--- src/sv/pat_pkg.sv ---
// ----------------------------------------------------------------------------
// pat_pkg
// Shared types and codes for the peer association table.
// ----------------------------------------------------------------------------
package pat_pkg;

  typedef enum logic [1:0] {
    S_IDLE,
    S_SCAN,
    S_FIN
  } state_t;

  typedef enum logic [2:0] {
    STS_HIT     = 3'd0,
    STS_NEW     = 3'd1,
    STS_REUSED  = 3'd2,
    STS_FULL    = 3'd3,
    STS_BADADDR = 3'd4,
    STS_SWEPT   = 3'd5
  } status_t;

  localparam logic CMD_LOOKUP = 1'b0;
  localparam logic CMD_SWEEP  = 1'b1;

  localparam logic REG_LIFETIME = 1'b0;

  localparam logic [15:0] LIFETIME_RESET = 16'd60;

  typedef struct packed {
    logic [31:0] addr;
    logic [15:0] expiry;
  } slot_entry_t;

  typedef struct packed {
    logic        occupied;
    slot_entry_t entry;
  } slot_rd_t;

endpackage

--- src/sv/pat_slot_mem.sv ---
// ----------------------------------------------------------------------------
// pat_slot_mem
// Slot store: one synchronous memory of address and expiry, registered read,
// plus one occupied bit per slot cleared at reset.
// ----------------------------------------------------------------------------
module pat_slot_mem #(
  parameter int DEPTH = 8,
  parameter int IDX_W = 3
) (
  input  logic                clk,
  input  logic                rst_n,
  input  logic                rd_en,
  input  logic [IDX_W-1:0]    rd_idx,
  output pat_pkg::slot_rd_t   rd_data,
  input  logic                wr_en,
  input  logic [IDX_W-1:0]    wr_idx,
  input  pat_pkg::slot_entry_t wr_entry,
  input  logic                clr_en,
  input  logic [IDX_W-1:0]    clr_idx
);
  import pat_pkg::*;

  slot_entry_t      mem_r [DEPTH];
  slot_entry_t      rd_entry_r;
  logic             rd_occ_r;
  logic [DEPTH-1:0] valid_r;

  always_ff @(posedge clk) begin
    if (wr_en) begin
      mem_r[wr_idx] <= wr_entry;
    end
    if (rd_en) begin
      rd_entry_r <= mem_r[rd_idx];
    end
  end

  always_ff @(posedge clk) begin
    if (!rst_n) begin
      valid_r  <= '0;
      rd_occ_r <= 1'b0;
    end else begin
      if (wr_en) begin
        valid_r[wr_idx] <= 1'b1;
      end
      if (clr_en) begin
        valid_r[clr_idx] <= 1'b0;
      end
      if (rd_en) begin
        rd_occ_r <= valid_r[rd_idx];
      end
    end
  end

  assign rd_data.occupied = rd_occ_r;
  assign rd_data.entry    = rd_entry_r;

endmodule

--- src/sv/pat_ctrl.sv ---
// ----------------------------------------------------------------------------
// pat_ctrl
// Scan sequencer: walks the slot store per item, gathers hit, free and expired
// candidates (sweeps clear expired ones), writes any claim, issues the result.
// ----------------------------------------------------------------------------
module pat_ctrl #(
  parameter int PEER_SLOTS = 8,
  parameter int IDX_W      = 3
) (
  input  logic                 clk,
  input  logic                 rst_n,
  input  logic                 in_valid,
  output logic                 in_stall,
  input  logic                 in_cmd,
  input  logic [31:0]          in_peer_addr,
  input  logic [31:0]          in_now_ms,
  input  logic [15:0]          lifetime,
  output logic                 out_valid,
  input  logic                 out_stall,
  output logic [5:0]           out_slot_index,
  output logic [2:0]           out_status,
  output logic [6:0]           out_freed_count,
  output logic                 rd_en,
  output logic [IDX_W-1:0]     rd_idx,
  input  pat_pkg::slot_rd_t    rd_data,
  output logic                 wr_en,
  output logic [IDX_W-1:0]     wr_idx,
  output pat_pkg::slot_entry_t wr_entry,
  output logic                 clr_en,
  output logic [IDX_W-1:0]     clr_idx
);
  import pat_pkg::*;

  localparam logic [IDX_W-1:0] LAST_IDX = IDX_W'(PEER_SLOTS - 1);

  state_t           state_r, state_nxt;
  logic             cmd_r;
  logic [31:0]      addr_r;
  logic [31:0]      now_r;
  logic             bad_r;
  logic [IDX_W-1:0] eval_idx_r;
  logic             hit_found_r, free_found_r, exp_found_r;
  logic [IDX_W-1:0] hit_idx_r, free_idx_r, exp_idx_r;
  logic [6:0]       freed_r;

  logic             out_valid_r;
  logic [5:0]       out_slot_r;
  status_t          out_status_r;
  logic [6:0]       out_freed_r;

  logic             in_accept;
  logic             out_free;
  logic [31:0]      diff;
  logic             expired;
  logic             hit;
  logic             claim;
  logic [IDX_W-1:0] res_idx;
  status_t          res_status;
  logic [5:0]       res_slot;

  assign in_stall  = (state_r != S_IDLE);
  assign in_accept = in_valid && (state_r == S_IDLE);
  assign out_free  = !out_valid_r || !out_stall;

  assign diff    = now_r - {rd_data.entry.expiry, 16'h0000};
  assign expired = !diff[31];
  assign hit     = rd_data.occupied && (rd_data.entry.addr == addr_r);

  always_comb begin
    state_nxt = state_r;
    rd_en     = 1'b0;
    rd_idx    = '0;
    unique case (state_r)
      S_IDLE: begin
        if (in_accept) begin
          rd_en = 1'b1;
          if (in_cmd == CMD_LOOKUP && in_peer_addr == 32'h0) begin
            state_nxt = S_FIN;
          end else begin
            state_nxt = S_SCAN;
          end
        end
      end
      S_SCAN: begin
        if (eval_idx_r == LAST_IDX) begin
          state_nxt = S_FIN;
        end else begin
          rd_en  = 1'b1;
          rd_idx = eval_idx_r + IDX_W'(1);
        end
      end
      S_FIN: begin
        if (out_free) begin
          state_nxt = S_IDLE;
        end
      end
      default: state_nxt = S_IDLE;
    endcase
  end

  assign clr_en  = (state_r == S_SCAN) && (cmd_r == CMD_SWEEP) && rd_data.occupied && expired;
  assign clr_idx = eval_idx_r;

  always_comb begin
    res_idx    = '0;
    res_status = STS_FULL;
    claim      = 1'b0;
    priority if (cmd_r == CMD_SWEEP) begin
      res_status = STS_SWEPT;
    end else if (bad_r) begin
      res_status = STS_BADADDR;
    end else if (hit_found_r) begin
      res_idx    = hit_idx_r;
      res_status = STS_HIT;
    end else if (free_found_r) begin
      res_idx    = free_idx_r;
      res_status = STS_NEW;
      claim      = 1'b1;
    end else if (exp_found_r) begin
      res_idx    = exp_idx_r;
      res_status = STS_REUSED;
      claim      = 1'b1;
    end else begin
      res_status = STS_FULL;
    end
  end

  assign res_slot        = 6'(res_idx);
  assign wr_en           = (state_r == S_FIN) && out_free && claim;
  assign wr_idx          = res_idx;
  assign wr_entry.addr   = addr_r;
  assign wr_entry.expiry = now_r[31:16] + lifetime;

  always_ff @(posedge clk) begin
    if (!rst_n) begin
      state_r <= S_IDLE;
    end else begin
      state_r <= state_nxt;
    end
  end

  always_ff @(posedge clk) begin
    if (in_accept) begin
      cmd_r        <= in_cmd;
      addr_r       <= in_peer_addr;
      now_r        <= in_now_ms;
      bad_r        <= (in_cmd == CMD_LOOKUP) && (in_peer_addr == 32'h0);
      eval_idx_r   <= '0;
      hit_found_r  <= 1'b0;
      free_found_r <= 1'b0;
      exp_found_r  <= 1'b0;
      freed_r      <= '0;
    end else if (state_r == S_SCAN) begin
      eval_idx_r <= eval_idx_r + IDX_W'(1);
      if (clr_en) begin
        freed_r <= freed_r + 7'd1;
      end
      if (cmd_r == CMD_LOOKUP) begin
        if (hit && !hit_found_r) begin
          hit_found_r <= 1'b1;
          hit_idx_r   <= eval_idx_r;
        end
        if (!rd_data.occupied && !free_found_r) begin
          free_found_r <= 1'b1;
          free_idx_r   <= eval_idx_r;
        end
        if (expired && !exp_found_r) begin
          exp_found_r <= 1'b1;
          exp_idx_r   <= eval_idx_r;
        end
      end
    end
  end

  always_ff @(posedge clk) begin
    if (!rst_n) begin
      out_valid_r <= 1'b0;
    end else if (state_r == S_FIN && out_free) begin
      out_valid_r <= 1'b1;
    end else if (!out_stall) begin
      out_valid_r <= 1'b0;
    end
  end

  always_ff @(posedge clk) begin
    if (state_r == S_FIN && out_free) begin
      out_slot_r   <= res_slot;
      out_status_r <= res_status;
      out_freed_r  <= (cmd_r == CMD_SWEEP) ? freed_r : 7'd0;
    end
  end

  assign out_valid       = out_valid_r;
  assign out_slot_index  = out_slot_r;
  assign out_status      = out_status_r;
  assign out_freed_count = out_freed_r;

  a_wr_only_fin: assert property (@(posedge clk) disable iff (!rst_n)
    wr_en |-> (state_r == S_FIN) && (cmd_r == CMD_LOOKUP) && !bad_r && !hit_found_r)
    else $error("slot write outside lookup finish");

  a_clr_only_sweep: assert property (@(posedge clk) disable iff (!rst_n)
    clr_en |-> (state_r == S_SCAN) && (cmd_r == CMD_SWEEP))
    else $error("slot clear outside sweep scan");

  a_freed_bound: assert property (@(posedge clk) disable iff (!rst_n)
    (state_r == S_FIN) |-> (freed_r <= 7'(PEER_SLOTS)))
    else $error("freed count exceeds slot count");

  a_scan_no_accept: assert property (@(posedge clk) disable iff (!rst_n)
    (state_r != S_IDLE) |-> !in_accept)
    else $error("item accepted while busy");

endmodule

--- src/sv/peer_association_table.sv ---
// ----------------------------------------------------------------------------
// peer_association_table
// Peer slot table with lookup/allocate and expiry sweep, APB-style config.
// ----------------------------------------------------------------------------
// Each item runs from acceptance, which issues the first read, through a scan
// of each slot in turn through the single read port of the slot memory, to a
// finish step for the write-back and result; a lookup of address zero skips
// the scan. No new item is accepted until the finish step is left. Results
// wait in an output register; while an earlier result is still held there
// by out_stall, the finish step repeats and the next acceptance waits too.
// Slot occupancy is kept in flip-flops cleared by reset, so no clearing pass
// is needed after reset.
module peer_association_table #(
  parameter int PEER_SLOTS = 8
) (
  input  logic        clk,
  input  logic        rst_n,
  input  logic        in_valid,
  output logic        in_stall,
  input  logic        in_cmd,
  input  logic [31:0] in_peer_addr,
  input  logic [31:0] in_now_ms,
  output logic        out_valid,
  input  logic        out_stall,
  output logic [5:0]  out_slot_index,
  output logic [2:0]  out_status,
  output logic [6:0]  out_freed_count,
  input  logic        psel,
  input  logic        penable,
  input  logic        pwrite,
  input  logic [2:0]  paddr,
  input  logic [31:0] pwdata,
  output logic [31:0] prdata,
  output logic        pready
);
  import pat_pkg::*;

  localparam int IDX_W = (PEER_SLOTS > 1) ? $clog2(PEER_SLOTS) : 1;

  logic [15:0]      lifetime_r;
  logic             rd_en;
  logic [IDX_W-1:0] rd_idx;
  slot_rd_t         rd_data;
  logic             wr_en;
  logic [IDX_W-1:0] wr_idx;
  slot_entry_t      wr_entry;
  logic             clr_en;
  logic [IDX_W-1:0] clr_idx;

  assign pready = 1'b1;

  always_ff @(posedge clk) begin
    if (!rst_n) begin
      lifetime_r <= LIFETIME_RESET;
    end else if (psel && penable && pwrite && pready && paddr[2] == REG_LIFETIME) begin
      lifetime_r <= pwdata[15:0];
    end
  end

  assign prdata = (paddr[2] == REG_LIFETIME) ? {16'h0000, lifetime_r} : 32'h0;

  pat_ctrl #(
    .PEER_SLOTS (PEER_SLOTS),
    .IDX_W      (IDX_W)
  ) u_ctrl (
    .clk             (clk),
    .rst_n           (rst_n),
    .in_valid        (in_valid),
    .in_stall        (in_stall),
    .in_cmd          (in_cmd),
    .in_peer_addr    (in_peer_addr),
    .in_now_ms       (in_now_ms),
    .lifetime        (lifetime_r),
    .out_valid       (out_valid),
    .out_stall       (out_stall),
    .out_slot_index  (out_slot_index),
    .out_status      (out_status),
    .out_freed_count (out_freed_count),
    .rd_en           (rd_en),
    .rd_idx          (rd_idx),
    .rd_data         (rd_data),
    .wr_en           (wr_en),
    .wr_idx          (wr_idx),
    .wr_entry        (wr_entry),
    .clr_en          (clr_en),
    .clr_idx         (clr_idx)
  );

  pat_slot_mem #(
    .DEPTH (PEER_SLOTS),
    .IDX_W (IDX_W)
  ) u_mem (
    .clk      (clk),
    .rst_n    (rst_n),
    .rd_en    (rd_en),
    .rd_idx   (rd_idx),
    .rd_data  (rd_data),
    .wr_en    (wr_en),
    .wr_idx   (wr_idx),
    .wr_entry (wr_entry),
    .clr_en   (clr_en),
    .clr_idx  (clr_idx)
  );

endmodule
--- config.mk ---
export PLATFORM = sky130hd
export DESIGN_NAME = peer_association_table
export DESIGN_NICKNAME = d
export VERILOG_FILES = /design/src/sv/pat_pkg.sv /design/src/sv/pat_slot_mem.sv /design/src/sv/pat_ctrl.sv /design/src/sv/peer_association_table.sv
export SDC_FILE = /design/constraint.sdc
export NUM_CORES = 1
export LEC_CHECK = 0
export BUFFER_PORTS_ARGS = -buffer_cell sky130_fd_sc_hd__buf_4
export CORE_UTILIZATION = 30
export DETAILED_ROUTE_END_ITERATION = 8
export PLACE_DENSITY_LB_ADDON = 0.08
export SLEW_MARGIN = 40
export SYNTH_ARGS = -nofsm -noshare
export SYNTH_HDL_FRONTEND = slang
export SYNTH_SLANG_ARGS = --single-unit
--- constraint.sdc ---
create_clock -name clk -period 6.08 [get_ports clk]
set_input_delay 0.608 -clock clk [delete_from_list [all_inputs] [get_ports clk]]
set_output_delay 0.608 -clock clk [all_outputs]
set_load 0.05 [all_outputs]
# After elaboration in Yosys (flattened, before gate mapping)

Memory sizes are Yosys's and may differ from the RTL's. A register that Yosys moved wholly into a read port is not among the register bits.
Index checks and enable logic that the tools add are counted.

Memories: 1
RAM bits: 384
Input port bits: 107
Flip-flop bits (word level): 129

Memories:

| name        | words | bits a word | read ports | clocked after memory_dff | write ports | RTL line           | RTL |
|---|---|---|---|---|---|---|---|
| u_mem.mem_r | 8     | 48          | 1          | 1                        | 1           | pat_slot_mem.sv:23 | `slot_entry_t mem_r [DEPTH];` |

Add/subtract/negate cells: 4
Order comparisons: 5
Reductions and logical operators: 37
Equal/unequal tests: 8
Bitwise logic cells: 7
Multiplexer cells: 38

Operator list:

| kind                  | count |
|---|---|
| $eq A32 B32 Y1        | 1 |
| $logic_not A32 Y1     | 1 |
| $sub A32 B32 Y32      | 1 |
| $mux W3               | 9 |
| $mux W8               | 3 |
| $add A16 B16 Y16      | 1 |
| $logic_and A1 B1 Y1   | 16 |
| $mux W1               | 16 |
| $mux W16              | 1 |
| $lt A3 B4 Y1 const B  | 3 |
| $reduce_and A3 Y1     | 4 |
| $reduce_and A4 Y1     | 3 |
| $and A8 B8 Y8         | 1 |
| $mux W2               | 4 |
| $ne A2 B1 Y1 const B  | 4 |
| $not A8 Y8            | 1 |
| $or A8 B8 Y8          | 1 |
| $add A7 B1 Y7 const B | 1 |
| $logic_not A1 Y1      | 7 |
| $demux W1 S3          | 2 |
| $ge A3 B1 Y1 const B  | 2 |
| $pmux W2 S3           | 1 |
| $not A1 Y1            | 4 |
| $reduce_or A4 Y1      | 1 |
| 11 further kinds      | 11 |

# Depth between registers and ports, before layout

Gate-level depths: netlist (run 1).

Depth after elaboration: 14
Gate-level depth with buffers: 10

# Cells and area by module

A second synthesis (run 1) with hierarchy kept.

Cells, all modules: 1,140
Area total of the unflattened synthesis: 22,191.3 µm²

By module, submodules not included:

| module                 | area each (µm²) | times used | sequential area each (µm²) | cells each |
|---|---|---|---|---|
| pat_slot_mem           | 16,679.7        | 1          | 13,152.6                   | 648 |
| pat_ctrl               | 4,584.4         | 1          | 2,482.4                    | 386 |
| peer_association_table | 927.1           | 1          | 320.3                      | 106 |

# Worst setup path before layout (run 1)

Ideal clock, no wire load.

Kind: input to register
Start: in out_stall
End: reg u_mem.valid_r[7]
Stages: 5
Arrival time: 4.308 ns
Buffers on the path: 0
Path slack: 1.705 ns
Setup time: 0.067 ns
Path through: a21oi_1 nor3b_1 nand2b_1 nor2_1 o221a_2

Longest elaborated chain between the ends: 8

Ends and longest elaborated chain:

| item                               | RTL line                     | RTL |
|---|---|---|
| start, declared                    | peer_association_table.sv:24 | `input logic out_stall,` |
| $logic_not A1 Y1 *                 | pat_ctrl.sv:63               | `assign out_free = !out_valid_r \|\| !out_stall;` |
| $logic_or A1 B1 Y1 *               | pat_ctrl.sv:63               |  |
| $logic_and A1 B1 Y1 * (2 in a row) | pat_ctrl.sv:129              | `assign wr_en = (state_r == S_FIN) && out_free && claim;` |
| $mux W8 *                          | pat_slot_mem.sv:42           | `if (wr_en) begin` |
| $mux W8 *                          | pat_slot_mem.sv:38           | `if (!rst_n) begin` |
| $and A8 B8 Y8 (no line)            | -                            |  |
| $mux W8 *                          | pat_slot_mem.sv:45           | `if (clr_en) begin` |
| end signal, assigned               | pat_slot_mem.sv:39           | `valid_r <= '0;` |
| end signal, assigned by index      | pat_slot_mem.sv:43           | `valid_r[wr_idx] <= 1'b1;` |
| end signal, assigned by index      | pat_slot_mem.sv:46           | `valid_r[clr_idx] <= 1'b0;` |
| end, declared                      | pat_slot_mem.sv:26           | `logic [DEPTH-1:0] valid_r;` |

Every way passes the cells marked *; elsewhere a longest branch is shown, timed or not. The select of a mux whose other input is x is not followed.
A chain may end at the register's enable or synchronous reset.

# Worst setup path in the final report (run 1)

Start: reg u_ctrl.cmd_r
End: mem u_mem.mem_r[7][32] (netlist name), enable pin

Longest elaborated chain between the ends: 4
Elaborated cells between the ends (all ways): 5
Classes of those cells: mux: 4; reduce/logical: 1

Ends and longest elaborated chain:

| item                          | RTL line           | RTL |
|---|---|---|
| start, declared               | pat_ctrl.sv:37     | `logic cmd_r;` |
| start signal, assigned        | pat_ctrl.sv:144    | `cmd_r <= in_cmd;` |
| $mux W1                       | pat_ctrl.sv:108    | `priority if (cmd_r == CMD_SWEEP) begin` |
| $logic_and A1 B1 Y1           | pat_ctrl.sv:129    |  |
| $mux W1                       | pat_slot_mem.sv:29 | `if (wr_en) begin` |
| $mux W1 (implied by the code) | pat_slot_mem.sv:30 | `mem_r[wr_idx] <= wr_entry;` |
| end, declared                 | pat_slot_mem.sv:23 |  |

Several ways; a longest one is shown, not always the timed one.

==> impl_metrics.tcl, run 1 <==
set metrics [dict create \
    endpoint_kind "flop" \
    cts_made_buffers 61 \
    nNetsFinal 1562 \
    synth-xor-area-share_pct 1.95 \
    power_density_nw_per_um2 332 \
    path_class "flop to flop" \
    rows 98 \
    seq_area_frac_synth_pct 73.9 \
    cp_data_required_time_ps 6330 \
    drive_above_1_share_pct 21.3 \
    drtAntennaViolNets 0 \
    wl_per_cell_um 22.5 \
    hold_class "input pin to flop" \
    worst-path-max-fanout 30 \
    grtUsageTotal_pct 14.9 \
    timing.final.crit_period_ps 3270 \
    synth_top_family_by_area "compound AO/OA/AOI/OAI gates" \
    ir_drop_mv 0.249 \
    layout_common_cells "edfxtp_1 (504), buf_4 (123), o221ai_1 (96)" \
    grt-ovfl-total 0 \
    wl_um 54500 \
    final_common_cell "edfxtp_1" \
    finalWeightedCongestion 0.713 \
    cts_root_buf "clkbuf_16" \
    htreeDepth 2 \
    cts_tree "built" \
    cap_violations 0 \
    yosys.area_share.simple_pct 5.56 \
    finalCritPeriodShare_pct 53.7 \
    cts_buffer_depth 3 \
    fin_skew_ps 22.8 \
    register_area_um2 16000 \
    synth_area_per_cell_um2 16.8 \
    syn_to_final_growth_pct 19.0 \
    dieArea_um2 73100 \
    synth_top_flop_cell "edfxtp_1" \
    cts_resized 0 \
    synthCells 1286 \
    fin_area_um2 25700 \
    yosysWarnings 0 \
    slowest_stage "edfxtp_1" \
    hpwl_um 32600 \
    antenna_found_initial 0 \
    synth_mux_area_share_pct 5.50 \
    io_buffers 103 \
    place_area_um2 23800 \
    relSlewSlack_pct 46.6 \
    multi_input_area_um2 5260 \
    synth_edf_count 504 \
    yosys-top-cells-area "edfxtp_1 (70%), mux4_2 (4.8%), o221ai_1 (3.9%)" \
    status "finished, final reports clean" \
    post-cts-setup-buffers 0 \
    core_region_area_um2 71400 \
    drc_errors 0 \
    synth_top_area_share_pct 70.1 \
    grt_pass1_wl_um 81300 \
    worst_slew_pin_slew_ps 801 \
    crit_chain "or3_1, nor3b_1, nand2b_1, nor2_4, buf_16, buf_4" \
    ios 158 \
    die_h_um 270 \
    clock_latency_ps 630 \
    grt_max_degree 61 \
    slew_violations 0 \
    rsz0062_at_grt "false" \
    worstPathArrival_ps 3520 \
    initial_utilization_pct 30.3 \
    ys_seq_elements 545 \
    dr.first_iter.drc_count 702 \
    syn_area_um2 21600 \
    setup_tns_ps 0 \
    num_vias 11700 \
    synth_compound_area_share_pct 8.39 \
    n_antenna_cell 0 \
    cpPeakStageDelay_ps 580 \
    via_per_inst 4.81 \
    grt_pass1_vias 12200 \
    drt_pass1_iterations 4 \
    hold_violations 0 \
    cts_sinks 545 \
    synth_fa_ha_area_share_pct 1.95 \
    die_w_um 270 \
    setup_violations 0 \
    async_reset_ff_share_pct 0 \
    ctsHoldBuffers 0 \
    synth_top_cell_by_area "edfxtp_1" \
    num-fill-cells 6784 \
    ys_types 68 \
    power_leakage_uw 0.00850 \
    max_freq_ghz 0.306 \
    cp-start-kind "flop" \
    clkTransAtPathRegs_ps 60 \
]
## routing by layer
metal  global-route usage [%]  routed length [um]  up-vias  share of wire (%)
met1                     20.3               25500     5964                 47
met2                     24.6               26000      221                 48
li1                         -                   -     5410                  -
met5                        0                   0        -                  0
met3                     2.58                2110       61                3.9
met4                     3.73                 875        0                1.6
## cells in the mapped netlist, drive strengths merged (3+ instances only)
library cell,n
nand4,8
nand2,62
clkbuf,37
o31ai,3
ha,32
o221ai,97
buf,50
dfxtp,41
a221oi,4
nor2b,23
nor4,15
or3,4
a211oi,4
a21o,12
nor3,12
mux4,48
xnor2,13
or2,3
nand2b,10
a31oi,54
o221a,3
xor2,35
and2,9
o21ai,12
nor2,72
a21oi,36
mux2i,10
edfxtp,504
inv,30
a21boi,3
nand3,12
## power breakdown
group	leakage [uW]	internal (uW)	switching [uW]
logic	0.00262	240	445
registers	0.00494	4230	83.9
clock network	0.000940	2050	1490
## final cells by class
type | count | area share, %
multi-input cells | 642 | 20.5
clock inverters | 39 | 1.28
well taps | 950 | 4.62
clock buffers | 75 | 6.14
flip-flops and latches | 545 | 62.1
inverters | 30 | 0.438
repair buffers | 142 | 4.98
## kinds of logic after synthesis
family	after synthesis
mux	58
other cells	2
xor+xnor	48
flops	545
fa+ha+maj	33
buf+inv	117
simple gates	241
compound gates	242
## registers in the layout, summed over array words and instances (netlist names)
name and cells:
u_ctrl.now_r 16, u_mem.rd_occ_r 1, u_mem.valid_r 8, u_ctrl.hit_found_r 1, u_mem.mem_r 384, u_ctrl.cmd_r 1, u_ctrl.hit_idx_r 3, u_ctrl.out_status 3
u_ctrl.exp_found_r 1, u_ctrl.clr_idx 3, u_ctrl.out_valid 1, u_ctrl.out_slot_index 3, u_ctrl.exp_idx_r 3, u_ctrl.bad_r 1, lifetime_r 16, u_ctrl.state_r 2
u_ctrl.free_found_r 1, u_ctrl.free_idx_r 3, u_ctrl.freed_r 7, u_mem.rd_data 48, u_ctrl.addr_r 32, u_ctrl.out_freed_count 7
## worst paths after layout
path | from | endpoint | slack (ps) | cells after the start
min reg2reg | u_ctrl.freed_r[6] | u_ctrl.freed_r[6] | 470 | 2
min | in_now_ms[26] | u_ctrl.now_r[26] | 150 | 1
max reg2reg | u_ctrl.cmd_r | u_mem.mem_r[7][32] | 2810 | 6
max | u_ctrl.cmd_r | u_mem.mem_r[7][32] | 2810 | 6
## critical path, delay by kind of cell (launching register included)
kind / cells / cell delay (ps)
buf+inv: 2 / 710
flops: 1 / 580
simple gates: 4 / 1570
## stage by stage
step	utilization (%)	total power, uW	instances	setup slack [ps]	hold WS (ps)
2_1_floorplan	-	4830	1304	1700	438
3_3_place_gp	32.9	5080	2295	2460	448
3_5_place_dp	33.3	5090	2309	2640	464
4_1_cts	36.0	8680	2423	2730	95.9
5_1_grt	36.0	8870	2423	2470	111
6_report	36.0	8530	2423	2810	152
(Power assumes the default switching activity.)
==> run 2: changes to the inputs <==
Settings changed: ABC_AREA set to 1.
Clock period 6.08 ns to 3.3 ns, I/O delays scaled along.
==> run 2 against run 1 <==
Sequential share of layout area down 4.5 points. Global-route usage up 1.5 points. Combinational power rose to 7.6 times the previous value. Non-clock buffer count up 67. Design area up 7.8%. Critical endpoint is now u_mem.mem_r[3][10]. First-iteration DRC count up 13%. Sequential power up 110%. Largest power group unchanged. Die area up 6.7%.
==> impl_metrics.tcl, run 2 <==
set metrics [dict create \
    synth.most_common_cell "edfxtp_1" \
    rrSetupSlack_ps 520 \
    total_power_uw 20900 \
    rsz0062_at_grt "false" \
    synth_area_per_cell_um2 12.4 \
    die_w_um 279 \
    worstPathArrival_ps 3120 \
    clkPwrFrac_pct 31.4 \
    path_class "flop to flop" \
    cts_resized 0 \
    finalCritPeriodShare_pct 84.1 \
    htreeDepth 2 \
    grtUsageTotal_pct 16.4 \
    drt_pass1_iterations 4 \
    syn_area_um2 23100 \
    slew_violations 0 \
    cts_sinks 545 \
    p_comb_share_pct 24.9 \
    dr.first_iter.drc_count 792 \
    synth_edf_count 504 \
    wl_per_cell_um 20.3 \
    top_register "u_mem.mem_r" \
    whs_path_depth 3 \
    hold_class "input pin to flop" \
    worst_slew_pin_slew_ps 789 \
    n_antenna_cell 0 \
    place_area_um2 25200 \
    core_region_area_um2 75900 \
    cp_data_required_time_ps 3650 \
    yosys-top-cells-area "edfxtp_1 (66%), nand2_1 (4.8%), dfxtp_1 (3.6%)" \
    power_leakage_uw 0.00990 \
    finalWeightedCongestion 0.833 \
    endpoint_kind "flop" \
    grt-ovfl-total 0 \
    dp_worst_setup_slack_ps 516 \
    yosysWarnings 0 \
    setup_tns_ps 0 \
    fin_area_um2 27700 \
    num_vias 14500 \
    synth_top_area_share_pct 65.6 \
    dieArea_um2 78000 \
    cp-start-kind "flop" \
    seq_area_frac_synth_pct 69.2 \
    reg2reg_depth 10 \
    drtAntennaViolNets 0 \
    cts_tree "built" \
    async_reset_ff_share_pct 0 \
    grt_pass1_wl_um 95300 \
    rows 101 \
    p_int_uw 14000 \
    r2r-start "u_ctrl.now_r[16]" \
    power_density_nw_per_um2 752 \
    cts_buffer_depth 3 \
    post-cts-setup-buffers 0 \
    grt_pass1_vias 15100 \
    hold_violations 0 \
    syn_to_final_growth_pct 20.2 \
    synthCells 1865 \
    cts_root_buf "clkbuf_16" \
    nNetsFinal 2191 \
    layout_common_cells "edfxtp_1 (504), nand2_1 (296), inv_1 (128)" \
    clock_latency_ps 640 \
    grt_max_degree 78 \
    synth_top_flop_cell "edfxtp_1" \
    synth_common_cells "edfxtp_1 (504), nand2_1 (297), inv_1 (132)" \
    synth_top_cell_by_area "edfxtp_1" \
    ys_types 57 \
    min_to "lifetime_r[14]" \
    ctsHoldBuffers 64 \
    ios 158 \
    cap_violations 0 \
    whs_ps 30.1 \
    antenna_found_initial 1 \
    clkTransAtPathRegs_ps 60 \
    hpwl_um 37000 \
    max_freq_ghz 0.360 \
    via_per_inst 4.63 \
    final_common_cell "edfxtp_1" \
    wl_um 63600 \
    worst_slack_ps 524 \
    setup_violations 0 \
    initial_utilization_pct 30.4 \
    io_buffers 103 \
    largest_register_ff_count 384 \
    r2r-end "u_mem.mem_r[3][10]" \
    ir_drop_mv 0.438 \
    fin_skew_ps 25.8 \
    worst-path-max-fanout 8 \
    hold_start "pwdata[14]" \
    cts_made_buffers 61 \
    netSwitchingFraction_pct 32.8 \
    die_h_um 279 \
    relSlewSlack_pct 47.4 \
    ys_seq_elements 545 \
    seqPwrFrac_pct 43.7 \
    drc_errors 0 \
    timing.final.crit_period_ps 2780 \
    p_sw_uw 6830 \
    drive_above_1_share_pct 17.7 \
    status "finished, final reports clean" \
]
[run 2: through the flow]
step / std cells / util [%]
2_1_floorplan: 1883 / -
3_3_place_gp: 2954 / 33.1
3_5_place_dp: 2954 / 33.1
4_1_cts: 3131 / 36.5
5_1_grt: 3131 / 36.5
6_report: 3131 / 36.5
[run 2: kinds of logic (layout without fill, tap and decap cells)]
group           after synthesis  in the layout  synth area share, %
simple gates                704            704                 14.5
flops                       545            545                 69.2
compound gates              304            304                 8.27
buf+inv                     246            464                 5.06
fa+ha+maj                    33             33                 1.82
xor+xnor                     31             31                 1.18
other cells                   2             20               0.0326
[run 2: worst max-delay path by stage]
stage	cells after the start	end	slack, ps	startpoint
after floorplan	4	u_ctrl.addr_r[0]	350	u_ctrl.state_r[1]
after global placement	10	u_mem.mem_r[5][10]	560	u_ctrl.now_r[16]
after detailed placement	10	u_mem.mem_r[4][10]	520	lifetime_r[0]
after CTS	10	u_mem.mem_r[3][10]	480	u_ctrl.now_r[16]
after global routing	10	u_mem.mem_r[6][10]	300	u_ctrl.now_r[16]
final	10	u_mem.mem_r[3][10]	520	u_ctrl.now_r[16]
[run 2: cell type report]
cell class	instances	area, um^2
clock buffer	78	1610
multi-input combinational	1092	6060
clock inverter	35	295
sequential	545	16000
inverter	142	548
fill	7386	48200
tap	1030	1290
timing repair buffer	209	1960
[run 2: worst max-delay path, stage by stage, from the launching register on]
cell,delay (ps)
edfxtp_1,360
ha_1,180
inv_1,60
fa_1,410
nand3b_1,170
nand2_1,130
a21boi_0,200
o21ai_0,310
nand2_1,100
nand2_1,90
xor2_1,490
[run 2: metal layers]
layer,track usage [%],share of wire [%],vias up
met1,22.1,47,7121
met4,4.80,2.5,0
met3,2.01,3.3,95
met2,27.6,47,262
met5,0,0,-
li1,-,-,7008
[run 2: power by group through the flow]
stage / clock network [uW] / registers (uW) / logic [uW]
global placement: 0 / 9250 / 5210
detailed placement: 0 / 9250 / 5230
global route: 7000 / 9190 / 5800
CTS: 6750 / 9120 / 5310
finish: 6550 / 9110 / 5190
floorplan: 0 / 9110 / 3500
